[config.mk]
export PLATFORM = sky130hd
export DESIGN_NAME = sixteen_bit_alu_with_skip
export DESIGN_NICKNAME = d
export VERILOG_FILES = /design/src/rtl/core/sxalu_pkg.sv /design/src/rtl/core/sxalu_div.sv /design/src/rtl/core/sixteen_bit_alu_with_skip.sv
export SDC_FILE = /design/constraint.sdc
export NUM_CORES = 1
export LEC_CHECK = 0
export BUFFER_PORTS_ARGS = -buffer_cell sky130_fd_sc_hd__buf_2
export CORE_MARGIN = 2
export CORE_UTILIZATION = 45
export DETAILED_ROUTE_END_ITERATION = 10
export RECOVER_POWER = 100
export SYNTH_ARGS = -nofsm -noshare
export SYNTH_HDL_FRONTEND = slang
export SYNTH_HIERARCHICAL = 1
export SYNTH_SLANG_ARGS = --single-unit
[constraint.sdc]
create_clock -name clk -period 13.2 [get_ports clk]
set_input_delay 1.32 -clock clk [delete_from_list [all_inputs] [get_ports clk]]
set_output_delay 1.32 -clock clk [all_outputs]
set_load 0.01 [all_outputs]
[src/rtl/core/sxalu_pkg.sv]
`timescale 1ns / 1ps

package sxalu_pkg;

	localparam int unsigned WORD_W = 16;

	typedef enum logic [3:0] {
		CMD_ADD = 4'd0,
		CMD_SUB = 4'd1,
		CMD_MUL = 4'd2,
		CMD_DIV = 4'd3,
		CMD_MOD = 4'd4,
		CMD_SHL = 4'd5,
		CMD_SHR = 4'd6,
		CMD_AND = 4'd7,
		CMD_BOR = 4'd8,
		CMD_XOR = 4'd9,
		CMD_IFE = 4'd10,
		CMD_IFN = 4'd11,
		CMD_IFG = 4'd12,
		CMD_IFB = 4'd13,
		CMD_SET = 4'd14
	} cmd_t;

	typedef enum logic [1:0] {
		ST_IDLE,
		ST_EXEC,
		ST_DIVIDE,
		ST_EMIT
	} alu_state_t;

	typedef struct packed {
		logic [3:0]        command;
		logic [WORD_W-1:0] value_b;
		logic [WORD_W-1:0] value_a;
	} cmd_item_t;

	typedef struct packed {
		logic [WORD_W-1:0] result;
		logic              write_result;
		logic [WORD_W-1:0] ex_value;
		logic              write_ex;
		logic              was_skipped;
	} rsp_item_t;

	typedef struct packed {
		logic start;
		logic full;
	} div_ctl_t;

	typedef struct packed {
		logic busy;
		logic done;
	} div_sts_t;

	// one restoring step: acc = {remainder, dividend/quotient shift word}
	function automatic logic [3*WORD_W-1:0] div_step(input logic [3*WORD_W-1:0] acc,
			input logic [WORD_W-1:0] dvsr);
		logic [WORD_W:0]   trial;
		logic [WORD_W+1:0] diff;
		trial = {acc[3*WORD_W-1:2*WORD_W], acc[2*WORD_W-1]};
		diff = {1'b0, trial} - {2'b00, dvsr};
		if (!diff[WORD_W+1]) begin
			return {diff[WORD_W-1:0], acc[2*WORD_W-2:0], 1'b1};
		end else begin
			return {trial[WORD_W-1:0], acc[2*WORD_W-2:0], 1'b0};
		end
	endfunction

endpackage

[src/rtl/core/sxalu_div.sv]
`timescale 1ns / 1ps

module sxalu_div (
	input  logic                      clk,
	input  logic                      arst_n,
	input  sxalu_pkg::div_ctl_t       ctl,
	input  logic [sxalu_pkg::WORD_W-1:0] dividend,
	input  logic [sxalu_pkg::WORD_W-1:0] divisor,
	output sxalu_pkg::div_sts_t       sts,
	output logic [2*sxalu_pkg::WORD_W-1:0] quot,
	output logic [sxalu_pkg::WORD_W-1:0]   rem
);
	import sxalu_pkg::*;

	logic [3*WORD_W-1:0] acc_q;
	logic [3*WORD_W-1:0] acc_one;
	logic [3*WORD_W-1:0] acc_two;
	logic [WORD_W-1:0]   dvsr_q;
	logic [3:0]          cnt_q;
	logic                busy_q;
	logic                done_q;

	// two quotient bits per cycle
	always_comb begin
		acc_one = div_step(acc_q, dvsr_q);
		acc_two = div_step(acc_one, dvsr_q);
	end

	always_ff @(posedge clk or negedge arst_n) begin
		if (!arst_n) begin
			busy_q <= 1'b0;
			done_q <= 1'b0;
			cnt_q  <= '0;
		end else begin
			done_q <= 1'b0;
			if (ctl.start) begin
				busy_q <= 1'b1;
				cnt_q  <= ctl.full ? 4'd15 : 4'd7;
			end else if (busy_q) begin
				cnt_q <= cnt_q - 4'd1;
				if (cnt_q == 4'd0) begin
					busy_q <= 1'b0;
					done_q <= 1'b1;
				end
			end
		end
	end

	always_ff @(posedge clk) begin
		if (ctl.start) begin
			acc_q  <= {{WORD_W{1'b0}}, dividend, {WORD_W{1'b0}}};
			dvsr_q <= divisor;
		end else if (busy_q) begin
			acc_q <= acc_two;
		end
	end

	assign sts.busy = busy_q;
	assign sts.done = done_q;
	assign quot     = acc_q[2*WORD_W-1:0];
	assign rem      = acc_q[3*WORD_W-1:2*WORD_W];

	a_start_idle: assert property (@(posedge clk) disable iff (!arst_n)
		ctl.start |-> !busy_q && !done_q) else $error("divider restarted while active");
	a_start_busy: assert property (@(posedge clk) disable iff (!arst_n)
		ctl.start |=> busy_q) else $error("divider did not start");
	a_done_after_busy: assert property (@(posedge clk) disable iff (!arst_n)
		done_q |-> $past(busy_q) && $past(cnt_q == 4'd0)) else $error("early divider done");

endmodule

[src/rtl/core/sixteen_bit_alu_with_skip.sv]
`timescale 1ns / 1ps

// Execute stage of a 16-bit processor: takes an operation with two resolved operands and
// returns the destination word, the overflow (EX) word and their write enables, one
// response per command. A failed conditional test arms a skip that suppresses the next
// command. One command is worked on at a time: after acceptance it passes through the exec
// state, then the divide state for div and mod with a nonzero divisor, then the emit state.
// Mod and div use the shared restoring divider, which retires two quotient bits per cycle:
// 16 bits for mod, 32 bits for div (integer and fractional halves).
// The response register lets a new command be accepted while the last response waits.
module sixteen_bit_alu_with_skip (
	input  logic                   clk,
	input  logic                   arst_n,
	input  logic                   cmd_valid,
	output logic                   cmd_stall,
	input  sxalu_pkg::cmd_item_t   cmd_item,
	output logic                   rsp_valid,
	input  logic                   rsp_stall,
	output sxalu_pkg::rsp_item_t   rsp_item
);
	import sxalu_pkg::*;

	alu_state_t        state_q;
	alu_state_t        state_d;
	logic [3:0]        op_q;
	logic [WORD_W-1:0] b_q;
	logic [WORD_W-1:0] a_q;
	logic              skip_q;
	logic              skip_d;
	rsp_item_t         rslt_q;
	rsp_item_t         rslt_d;
	logic              rslt_load;
	rsp_item_t         rsp_q;
	logic              rsp_valid_q;
	logic              rsp_load;
	logic              accept;

	rsp_item_t         exec_item;
	logic              is_test;
	logic              test_fail;
	logic [WORD_W:0]   sum;
	logic [WORD_W:0]   diff;
	logic [2*WORD_W-1:0] prod;
	logic [2*WORD_W-1:0] shl_w;
	logic [2*WORD_W-1:0] shr_w;
	logic              big_shift;
	logic              is_divmod;

	div_ctl_t            div_ctl;
	div_sts_t            div_sts;
	logic [2*WORD_W-1:0] div_quot;
	logic [WORD_W-1:0]   div_rem;

	sxalu_div u_div (
		.clk      (clk),
		.arst_n   (arst_n),
		.ctl      (div_ctl),
		.dividend (b_q),
		.divisor  (a_q),
		.sts      (div_sts),
		.quot     (div_quot),
		.rem      (div_rem)
	);

	assign cmd_stall = (state_q != ST_IDLE);
	assign accept    = cmd_valid && !cmd_stall;
	assign is_divmod = (op_q == CMD_DIV) || (op_q == CMD_MOD);

	always_comb begin
		sum       = {1'b0, b_q} + {1'b0, a_q};
		diff      = {1'b0, b_q} - {1'b0, a_q};
		prod      = (2*WORD_W)'(b_q) * (2*WORD_W)'(a_q);
		big_shift = |a_q[WORD_W-1:5];
		shl_w     = big_shift ? '0 : ({{WORD_W{1'b0}}, b_q} << a_q[4:0]);
		shr_w     = big_shift ? '0 : ({b_q, {WORD_W{1'b0}}} >> a_q[4:0]);
		exec_item = '0;
		is_test   = 1'b0;
		test_fail = 1'b0;
		case (cmd_t'(op_q))
			CMD_ADD: begin
				exec_item.result   = sum[WORD_W-1:0];
				exec_item.ex_value = {{(WORD_W-1){1'b0}}, sum[WORD_W]};
				exec_item.write_result = 1'b1;
				exec_item.write_ex     = 1'b1;
			end
			CMD_SUB: begin
				exec_item.result   = diff[WORD_W-1:0];
				exec_item.ex_value = {WORD_W{diff[WORD_W]}};
				exec_item.write_result = 1'b1;
				exec_item.write_ex     = 1'b1;
			end
			CMD_MUL: begin
				exec_item.result   = prod[WORD_W-1:0];
				exec_item.ex_value = prod[2*WORD_W-1:WORD_W];
				exec_item.write_result = 1'b1;
				exec_item.write_ex     = 1'b1;
			end
			CMD_DIV: begin
				exec_item.write_result = 1'b1;
				exec_item.write_ex     = 1'b1;
			end
			CMD_MOD: begin
				exec_item.write_result = 1'b1;
			end
			CMD_SHL: begin
				exec_item.result   = shl_w[WORD_W-1:0];
				exec_item.ex_value = shl_w[2*WORD_W-1:WORD_W];
				exec_item.write_result = 1'b1;
				exec_item.write_ex     = 1'b1;
			end
			CMD_SHR: begin
				exec_item.result   = shr_w[2*WORD_W-1:WORD_W];
				exec_item.ex_value = shr_w[WORD_W-1:0];
				exec_item.write_result = 1'b1;
				exec_item.write_ex     = 1'b1;
			end
			CMD_AND: begin
				exec_item.result       = b_q & a_q;
				exec_item.write_result = 1'b1;
			end
			CMD_BOR: begin
				exec_item.result       = b_q | a_q;
				exec_item.write_result = 1'b1;
			end
			CMD_XOR: begin
				exec_item.result       = b_q ^ a_q;
				exec_item.write_result = 1'b1;
			end
			CMD_IFE: begin
				is_test   = 1'b1;
				test_fail = (b_q != a_q);
			end
			CMD_IFN: begin
				is_test   = 1'b1;
				test_fail = (b_q == a_q);
			end
			CMD_IFG: begin
				is_test   = 1'b1;
				test_fail = !(b_q > a_q);
			end
			CMD_IFB: begin
				is_test   = 1'b1;
				test_fail = ((b_q & a_q) == '0);
			end
			CMD_SET: begin
				exec_item.result       = a_q;
				exec_item.write_result = 1'b1;
			end
			default: begin
			end
		endcase
	end

	always_comb begin
		state_d   = state_q;
		skip_d    = skip_q;
		rslt_d    = exec_item;
		rslt_load = 1'b0;
		rsp_load  = 1'b0;
		div_ctl   = '0;
		unique case (state_q)
			ST_IDLE: begin
				if (accept) begin
					state_d = ST_EXEC;
				end
			end
			ST_EXEC: begin
				if (skip_q) begin
					rslt_d             = '0;
					rslt_d.was_skipped = 1'b1;
					skip_d             = 1'b0;
					rslt_load          = 1'b1;
					state_d            = ST_EMIT;
				end else if (is_divmod && (a_q != '0)) begin
					div_ctl.start = 1'b1;
					div_ctl.full  = (op_q == CMD_DIV);
					state_d       = ST_DIVIDE;
				end else begin
					if (is_test) begin
						skip_d = test_fail;
					end
					rslt_load = 1'b1;
					state_d   = ST_EMIT;
				end
			end
			ST_DIVIDE: begin
				if (div_sts.done) begin
					rslt_d = '0;
					rslt_d.write_result = 1'b1;
					if (op_q == CMD_DIV) begin
						rslt_d.result   = div_quot[2*WORD_W-1:WORD_W];
						rslt_d.ex_value = div_quot[WORD_W-1:0];
						rslt_d.write_ex = 1'b1;
					end else begin
						rslt_d.result = div_rem;
					end
					rslt_load = 1'b1;
					state_d   = ST_EMIT;
				end
			end
			ST_EMIT: begin
				if (!rsp_valid_q || !rsp_stall) begin
					rsp_load = 1'b1;
					state_d  = ST_IDLE;
				end
			end
			default: begin
				state_d = ST_IDLE;
			end
		endcase
	end

	always_ff @(posedge clk or negedge arst_n) begin
		if (!arst_n) begin
			state_q     <= ST_IDLE;
			skip_q      <= 1'b0;
			rsp_valid_q <= 1'b0;
		end else begin
			state_q <= state_d;
			skip_q  <= skip_d;
			if (rsp_load) begin
				rsp_valid_q <= 1'b1;
			end else if (!rsp_stall) begin
				rsp_valid_q <= 1'b0;
			end
		end
	end

	always_ff @(posedge clk) begin
		if (accept) begin
			op_q <= cmd_item.command;
			b_q  <= cmd_item.value_b;
			a_q  <= cmd_item.value_a;
		end
		if (rslt_load) begin
			rslt_q <= rslt_d;
		end
		if (rsp_load) begin
			rsp_q <= rslt_q;
		end
	end

	assign rsp_valid = rsp_valid_q;
	assign rsp_item  = rsp_q;

	a_rsp_from_emit: assert property (@(posedge clk) disable iff (!arst_n)
		$rose(rsp_valid_q) |-> $past(state_q == ST_EMIT)) else $error("response without emit");
	a_skip_consumed: assert property (@(posedge clk) disable iff (!arst_n)
		(state_q == ST_EXEC && skip_q) |=> !skip_q) else $error("skip not cleared");
	a_div_done_state: assert property (@(posedge clk) disable iff (!arst_n)
		div_sts.done |-> state_q == ST_DIVIDE) else $error("divider done outside divide");
	a_div_start_ok: assert property (@(posedge clk) disable iff (!arst_n)
		div_ctl.start |-> is_divmod && (a_q != '0) && !skip_q) else $error("bad divider start");

endmodule
* Yosys cells after proc, flatten, opt, wreduce, memory -nomap -nowiden
Cells that the tools add are included.
** Word-level totals
- Flip-flop bits (word level) :: 180
- Bits of input ports :: 40
- Word-level logic and storage cells :: 123
** Cells by class
- Add/subtract/negate cells :: 5
- Multiply operators :: 1
- $lt $le $gt $ge :: 1
- Equality and inequality tests :: 23
- Shift operators :: 2
- Muxes and demuxes :: 46
- Bitwise gates (word level) :: 3
- Reduce and logical (&&, ||, !) cells :: 20
** Operators by type and width (count)
- one-hot mux 16 bit (9 select lines) :: 1
- 2-to-1 mux 32 bit :: 4
- 2-to-1 mux 48 bit :: 2
- one-hot mux 16 bit (5 select lines) :: 1
- 2-to-1 mux 35 bit :: 2
- one-hot mux 35 bit (2 select lines) :: 1
- subtractor 17 x 16 -> 18 bit :: 2
- multiplier 16 x 16 -> 32 bit :: 1
- left shift 16 x 5 -> 32 bit :: 1
- >> shifter 32 x 5 -> 32 bit :: 1
- == test 4 bit, second input constant :: 7
- OR reduction 11 bit :: 2
- 2-to-1 mux 1 bit :: 21
- adder 16 x 16 -> 17 bit :: 1
- 2-to-1 mux 17 bit :: 1
- subtractor 16 x 16 -> 17 bit :: 1
- bitwise AND 16 bit :: 1
- == test 16 bit :: 1
- == test 4 x 3 -> 1 bit, second input constant :: 4
- greater-than comparator 16 bit :: 1
- logical NOT 16 bit :: 1
- 2-to-1 mux 16 bit :: 1
- inequality test 16 bit :: 1
- bitwise OR 16 bit :: 1
- 23 further kinds :: 41

* Depth between registers and ports, before layout
Gate-level depths: netlist of the first run.
- Depth after elaboration :: 8
- Gate-level depth with buffers :: 26
- Gate-level depth less buffers :: 23

* Hierarchy
Netlist of the first run, hierarchy kept.
** By module, submodules not included
- sixteen_bit_alu_with_skip :: times used 1, cells an instance 1941, area an instance 17164.0 µm², seq. area each 3283.1 µm²
- sxalu_div :: times used 1, cells an instance 475, area an instance 4644.5 µm², seq. area each 1751.7 µm²

* Least setup slack after synthesis of the first run
Ideal clock, no wire load.
- Path kind :: reg2reg
- From :: register a_q[1]
- To :: register rslt_q[17] in the netlist's numbering (data pin)
- Library setup time :: 0.265 ns
- Arrival :: 6.728 ns
- Required time :: 12.935 ns
- Setup slack :: 6.207 ns
- Stages on the path, launching flop included :: 24
- Path buffers :: 5
- Clock period less this slack :: 6.993 ns
- Cells stage by stage :: edfxtp_1 > buf_6 > buf_6 > buf_2 > buf_2 > buf_1 > nand2_1 > fa_1 > fa_1 > inv_1 > fa_1 > fa_1 > fa_1 > inv_1 > fa_1 > inv_1 > ha_1 > a21oi_1 > o21ai_0 > a221o_1 > o41ai_2 > o21ai_1 > nor4bb_1 > or3_1
** RTL lines
- start, declared :: line sixteen_bit_alu_with_skip.sv:27 : logic [WORD_W-1:0] a_q;
- start signal, assigned :: line sixteen_bit_alu_with_skip.sv:233 : a_q <= cmd_item.value_a;
- end signal, assigned :: line sixteen_bit_alu_with_skip.sv:236 : rslt_q <= rslt_d;
- end, declared :: line sixteen_bit_alu_with_skip.sv:30 : rsp_item_t rslt_q;

==> results of run 1 <==
[placed cells by master, fill, tap and decap left out, drive strengths merged, types with 16 or more instances in the layout]
master    n
a211oi   33
a21o     20
a21oi   114
a221oi   18
a22o     18
a22oi    16
a31oi    18
buf      67
clkbuf   69
dfxtp    32
edfxtp  138
fa      198
ha      191
inv     312
mux2     26
mux2i    61
mux4     21
nand2   258
nand2b   20
nand3    43
nor2    265
nor2b    17
nor3     37
o211ai   23
o21ai    87
o22ai    28
xnor2    34
xor2     22
[area by class of cell]
cell class | count | area, sq um
Timing Repair Buffer | 119 | 610.6
Fill cell | 4611 | 24760
Tap cell | 615 | 769.5
Clock buffer | 17 | 425.4
Clock inverter | 15 | 167.7
Inverter | 314 | 1179
Sequential cell | 180 | 5036
Multi-Input combinational cell | 1765 | 14800
[critical path, stage by stage (launching register included)]
cell	delay [ns]
edfxtp_1	0.73
clkbuf_1	1.98
inv_1	1.20
nor2_1	0.42
fa_1	0.47
ha_1	0.30
ha_1	0.14
inv_1	0.05
fa_1	0.47
inv_1	0.04
ha_1	0.27
inv_1	0.05
fa_1	0.49
inv_1	0.05
ha_1	0.22
a21oi_1	0.22
o22ai_1	0.12
nor3_1	0.59
a211oi_1	0.31
o41ai_1	0.67
o21ai_0	0.32
nor4bb_1	0.21
or3_1	0.35
[layer usage]
layer  global-route usage (%)  vias to the layer above  share of wire, %
met2                    49.81                      977                44
met4                    16.19                        0               5.3
met1                    42.56                     9261                42
met5                        0                        -                 0
li1                         -                     8243                 -
met3                    6.571                      229               9.1
[per-stage QoR]
stage          area (sq um)  hold WS, ns  cells  setup slack [ns]  utilization [%]
2_1_floorplan         21800       0.4003   2415             6.207                -
3_3_place_gp          22520       0.4032   2993             5.982            47.16
3_5_place_dp          22520       0.4045   2993             5.816            47.16
4_1_cts               23110       0.4214   3025             5.787            48.40
5_1_grt               22990       0.4295   3025             2.893            48.14
6_report              22990       0.4204   3025             3.269            48.14
[worst max path at each step]
stage | from | endpoint | slack, ns | cells after the start
2_1_floorplan | a_q[1] | rslt_q[17] | 6.21 | 23
3_3_place_gp | a_q[4] | rslt_q[17] | 5.98 | 20
3_5_place_dp | a_q[4] | rslt_q[16] | 5.82 | 21
4_1_cts | a_q[4] | rslt_q[16] | 5.79 | 21
5_1_grt | a_q[1] | rslt_q[17] | 2.89 | 22
6_report | a_q[1] | rslt_q[17] | 3.27 | 22
[registers in the layout, indices dropped and copies added, names as in the netlist]
signal and count:
a_q 16, b_q 16, op_q 4, rslt_q 35
rsp_item 35, rsp_valid 1, skip_q 1, state_q 2
u_div/acc_q 48, u_div/busy_q 1, u_div/cnt_q 4, u_div/done_q 1
u_div/dvsr_q 16
==> impl_metrics.py, run 1 <==
metrics = {
    "sta": {
        "worstMarginPinSlew_ns": 4.900,
        "fin_skew_ns": 0.01759,
        "slew_viol_final": 405,
        "final_hold_viol_count": 0,
        "min_period_over_period_pct": 75.24,
        "slew_headroom_pct": -229.6,
        "fmax_ghz": 0.1007,
        "setup_viol": 0,
        "fin_setup_tns_ns": 0,
        "fin_crit_ns": 9.931,
        "grt_setup_unrepaired": "no",
    },
    "grt": {
        "grt_pass1_wl_um": 119000,
        "grt_overflow": 0,
        "grt_pass1_vias": 18690,
        "grt_util_all_layers_pct": 32.08,
        "antenna_found_initial": 2,
        "grt_max_degree": 72,
    },
    "outcome": {
        "status": "finished, violations left",
        "violations": "capacitance limit, slew limit",
    },
    "setup_path": {
        "rrSetupSlack_ns": 3.27,
        "cp.required_ns": 13.42,
        "cp_data_arrival_time_ns": 10.15,
        "critPathCaptureType": "register",
        "r2r_cells": 22,
        "cp_max_fo": 41,
        "path_class": "reg2reg",
        "crit_path_start_kind": "register",
        "worst_r2r_endpoint": "rslt_q[17]",
        "reg2reg_from": "a_q[1]",
    },
    "detailed_routing": {
        "drtPass1Iterations": 5,
        "drc": 0,
        "post_drt_wl_per_cell_um": 26.26,
        "totalWireLength_um": 79440,
        "via_count": 18710,
        "ant_nets": 0,
        "drt_iter0_drc": 1975,
        "via_per_inst": 6.185,
    },
    "cts": {
        "cts_hold_buffers": 0,
        "cts.sinks": 180,
        "htreeDepth": 4,
        "root_buffer": "clkbuf_16",
        "cts_inserted_buffers": 17,
        "insertion_delay_ns": 0.48,
        "cts_tree": "yes",
        "post_cts_buffers": 0,
        "clk_pin_slew_ns": 0.08,
        "clk_path_buf_depth": 2,
        "post_cts_resized": 0,
    },
    "synth": {
        "synth_area_per_cell_sq_um": 9.027,
        "syn_area_sq_um": 21800,
        "syn_nets": 2844,
        "netlist_instances": 2415,
        "yosys_warnings": 6,
    },
    "floorplanning": {
        "num_rows": 80,
        "start_util_pct": 45.66,
        "die_area_sq_um": 50220,
        "die_w_um": 224.1,
        "coreArea_sq_um": 47750,
        "ios": 77,
        "die_y_um": 224.1,
    },
    "placed_design": {
        "dp_hpwl_um": 58640,
        "io_buffer_count": 76,
        "globalplace.congestion": 0.9809,
    },
    "final_layout": {
        "layout.nets": 2826,
        "layout-area-overhead-vs-synth_pct": 5.435,
        "num_antenna_cells": 0,
        "drive_above_1_share_pct": 7.178,
    },
    "min_path": {
        "whs_path_depth": 0,
        "holdCritStartpoint": "rslt_q[11]",
        "hold_class": "reg2reg",
        "hold_end": "rsp_item[11]",
    },
    "flow_run": {
        "drv_cap": 9,
    },
}
Power of run 1 is left out: the tool's default activity adds up to more than one toggle a clock period on the data nets, which glitch-free logic cannot reach.
==> inputs of run 2 (changes only) <==
- clock period: 13.2 -> 8.9 ns (I/O delays scaled with it)
==> run 2 against run 1 <==
Net effect: the run still ends with capacitance limit, slew limit left; worst setup slack lost 2.6 ns; critical path depth is 3 lower; register-to-register slack worse by 2.6 ns; hold slack worse by 0.0050 ns.
==> impl_metrics.py, run 2 (synthesis results as in run 1) <==
metrics = {
    "final_layout": {
        "largest_reg_flops": 48,
        "layout_common_cells": "inv_1 (302), nor2_1 (264), nand2_1 (257)",
        "final_common_cell": "inv_1",
        "layout-area-overhead-vs-synth_pct": 5.125,
        "drive_above_1_share_pct": 6.968,
        "num_antenna_cells": 0,
        "max_flop_register": "u_div/acc_q",
        "layout.nets": 2827,
    },
    "detailed_routing": {
        "totalWireLength_um": 80740,
        "drtPass1Iterations": 6,
        "ant_nets": 0,
        "post_drt_wl_per_cell_um": 26.68,
        "drc": 0,
        "via_per_inst": 6.147,
        "via_count": 18600,
        "drt_iter0_drc": 2101,
    },
    "cts": {
        "cts_inserted_buffers": 17,
        "clk_pin_slew_ns": 0.09,
        "cts.sinks": 180,
        "root_buffer": "clkbuf_16",
        "clk_path_buf_depth": 2,
        "cts_hold_buffers": 0,
        "htreeDepth": 4,
        "post_cts_resized": 0,
        "insertion_delay_ns": 0.47,
        "cts_tree": "yes",
        "post_cts_buffers": 0,
    },
    "setup_path": {
        "path_class": "reg2reg",
        "slowest_delay_ns": 0.77,
        "cp_slowest_cell": "clkbuf_1",
        "crit_top_cell": "fa_1",
        "rrSetupSlack_ns": 0.68,
        "timing.critical_path.cells": "clkbuf_1 > inv_1 > nor2_1 > fa_1 > fa_1 > fa_1 > fa_1 > fa_1 > inv_1 > fa_1 > inv_1 > ha_1 > a21oi_1 > o21ai_0 > a221o_1 > o41ai_1 > o21ai_0 > nor4bb_1 > or3_1",
        "cp_max_fo": 12,
        "critPathCaptureType": "register",
        "cp_data_arrival_time_ns": 8.44,
        "cp.required_ns": 9.13,
        "crit_path_start_kind": "register",
    },
    "sta": {
        "fin_setup_tns_ns": 0,
        "grt_setup_unrepaired": "no",
        "fin_crit_ns": 8.217,
        "fin_skew_ns": 0.02871,
        "setup_viol": 0,
        "fmax_ghz": 0.1217,
        "slew_headroom_pct": -242.6,
        "slew_viol_final": 259,
        "final_hold_viol_count": 0,
        "worstMarginPinSlew_ns": 5.094,
        "min_period_over_period_pct": 92.33,
    },
    "grt": {
        "grt_pass1_wl_um": 121600,
        "grt_util_all_layers_pct": 32.98,
        "grt_max_degree": 43,
        "grt_pass1_vias": 18880,
        "antenna_found_initial": 1,
        "grt_overflow": 0,
    },
    "floorplanning": {
        "die_y_um": 224.1,
        "coreArea_sq_um": 47750,
        "start_util_pct": 45.66,
        "die_w_um": 224.1,
        "die_area_sq_um": 50220,
        "num_rows": 80,
        "ios": 77,
    },
    "placed_design": {
        "io_buffer_count": 76,
        "globalplace.congestion": 1.038,
        "dp_hpwl_um": 63430,
    },
    "min_path": {
        "hold_class": "in2async",
    },
    "outcome": {
        "violations": "capacitance limit, slew limit",
        "status": "finished, violations left",
    },
    "flow_run": {
        "drv_cap": 7,
    },
}
[run 2: changes by cell type in the layout (fill, tap and decap cells not counted), moves of 2 or more]
cell	previous run	this run
clkbuf_1	52	57
clkinv_4	2	5
clkinv_2	0	2
buf_2	35	31
inv_8	5	0
clkinvlp_4	4	1
clkinv_1	9	11
inv_6	2	4
[run 2: worst max-delay path, delay by kind of cell, from the launching register on]
| family | cells | cell delay (ns) |
|---|---|---|
| AOI/OAI and AO/OA | 5 | 1.88 |
| adders and majority gates | 7 | 3.45 |
| buffers and inverters | 4 | 1.42 |
| DFF | 1 | 0.32 |
| and+or+nand+nor | 3 | 0.90 |
[run 2: metrics by stage]
| stage | cell area [sq um] | worst slack (ns) | utilization, % | cells | hold slack, ns |
|---|---|---|---|---|---|
| floorplan | 21800 | 1.907 | - | 2415 | 0.4003 |
| global placement | 22520 | 1.303 | 47.18 | 2994 | 0.4015 |
| detailed placement | 22520 | 1.281 | 47.18 | 2994 | 0.4045 |
| CTS | 23060 | 1.190 | 48.29 | 3026 | 0.2726 |
| global route | 22920 | 0.4497 | 48.00 | 3026 | 0.4270 |
| finish | 22920 | 0.6829 | 48.00 | 3026 | 0.4154 |
[run 2: metal layers]
metal,track usage (%),share of wire [%]
met2,49.74,43
met3,6.965,9.5
met1,45.11,42
met4,16.09,5.5
met5,0,0
[run 2: path summary, 6_finish.rpt]
| path | start | end | cells past startpoint |
|---|---|---|---|
| hold / removal | arst_n | state_q[1] | 1 |
| max in group asynchronous | arst_n | u_div/busy_q | 1 |
| hold reg to reg | rslt_q[10] | rsp_item[10] | 0 |
| setup reg to reg | a_q[13] | rslt_q[17] | 19 |
| min in group clk | rslt_q[10] | rsp_item[10] | 0 |
| setup / recovery | a_q[13] | rslt_q[17] | 19 |
[run 2: area by class of cell]
type,count,area [sq um]
Multi-Input combinational cell,1765,14790
Fill cell,4649,24830
Clock inverter,14,103.9
Sequential cell,180,5036
Clock buffer,18,429.2
Inverter,314,1179
Timing Repair Buffer,120,610.6
Tap cell,615,769.5
Power of run 2 is left out for the same reason.
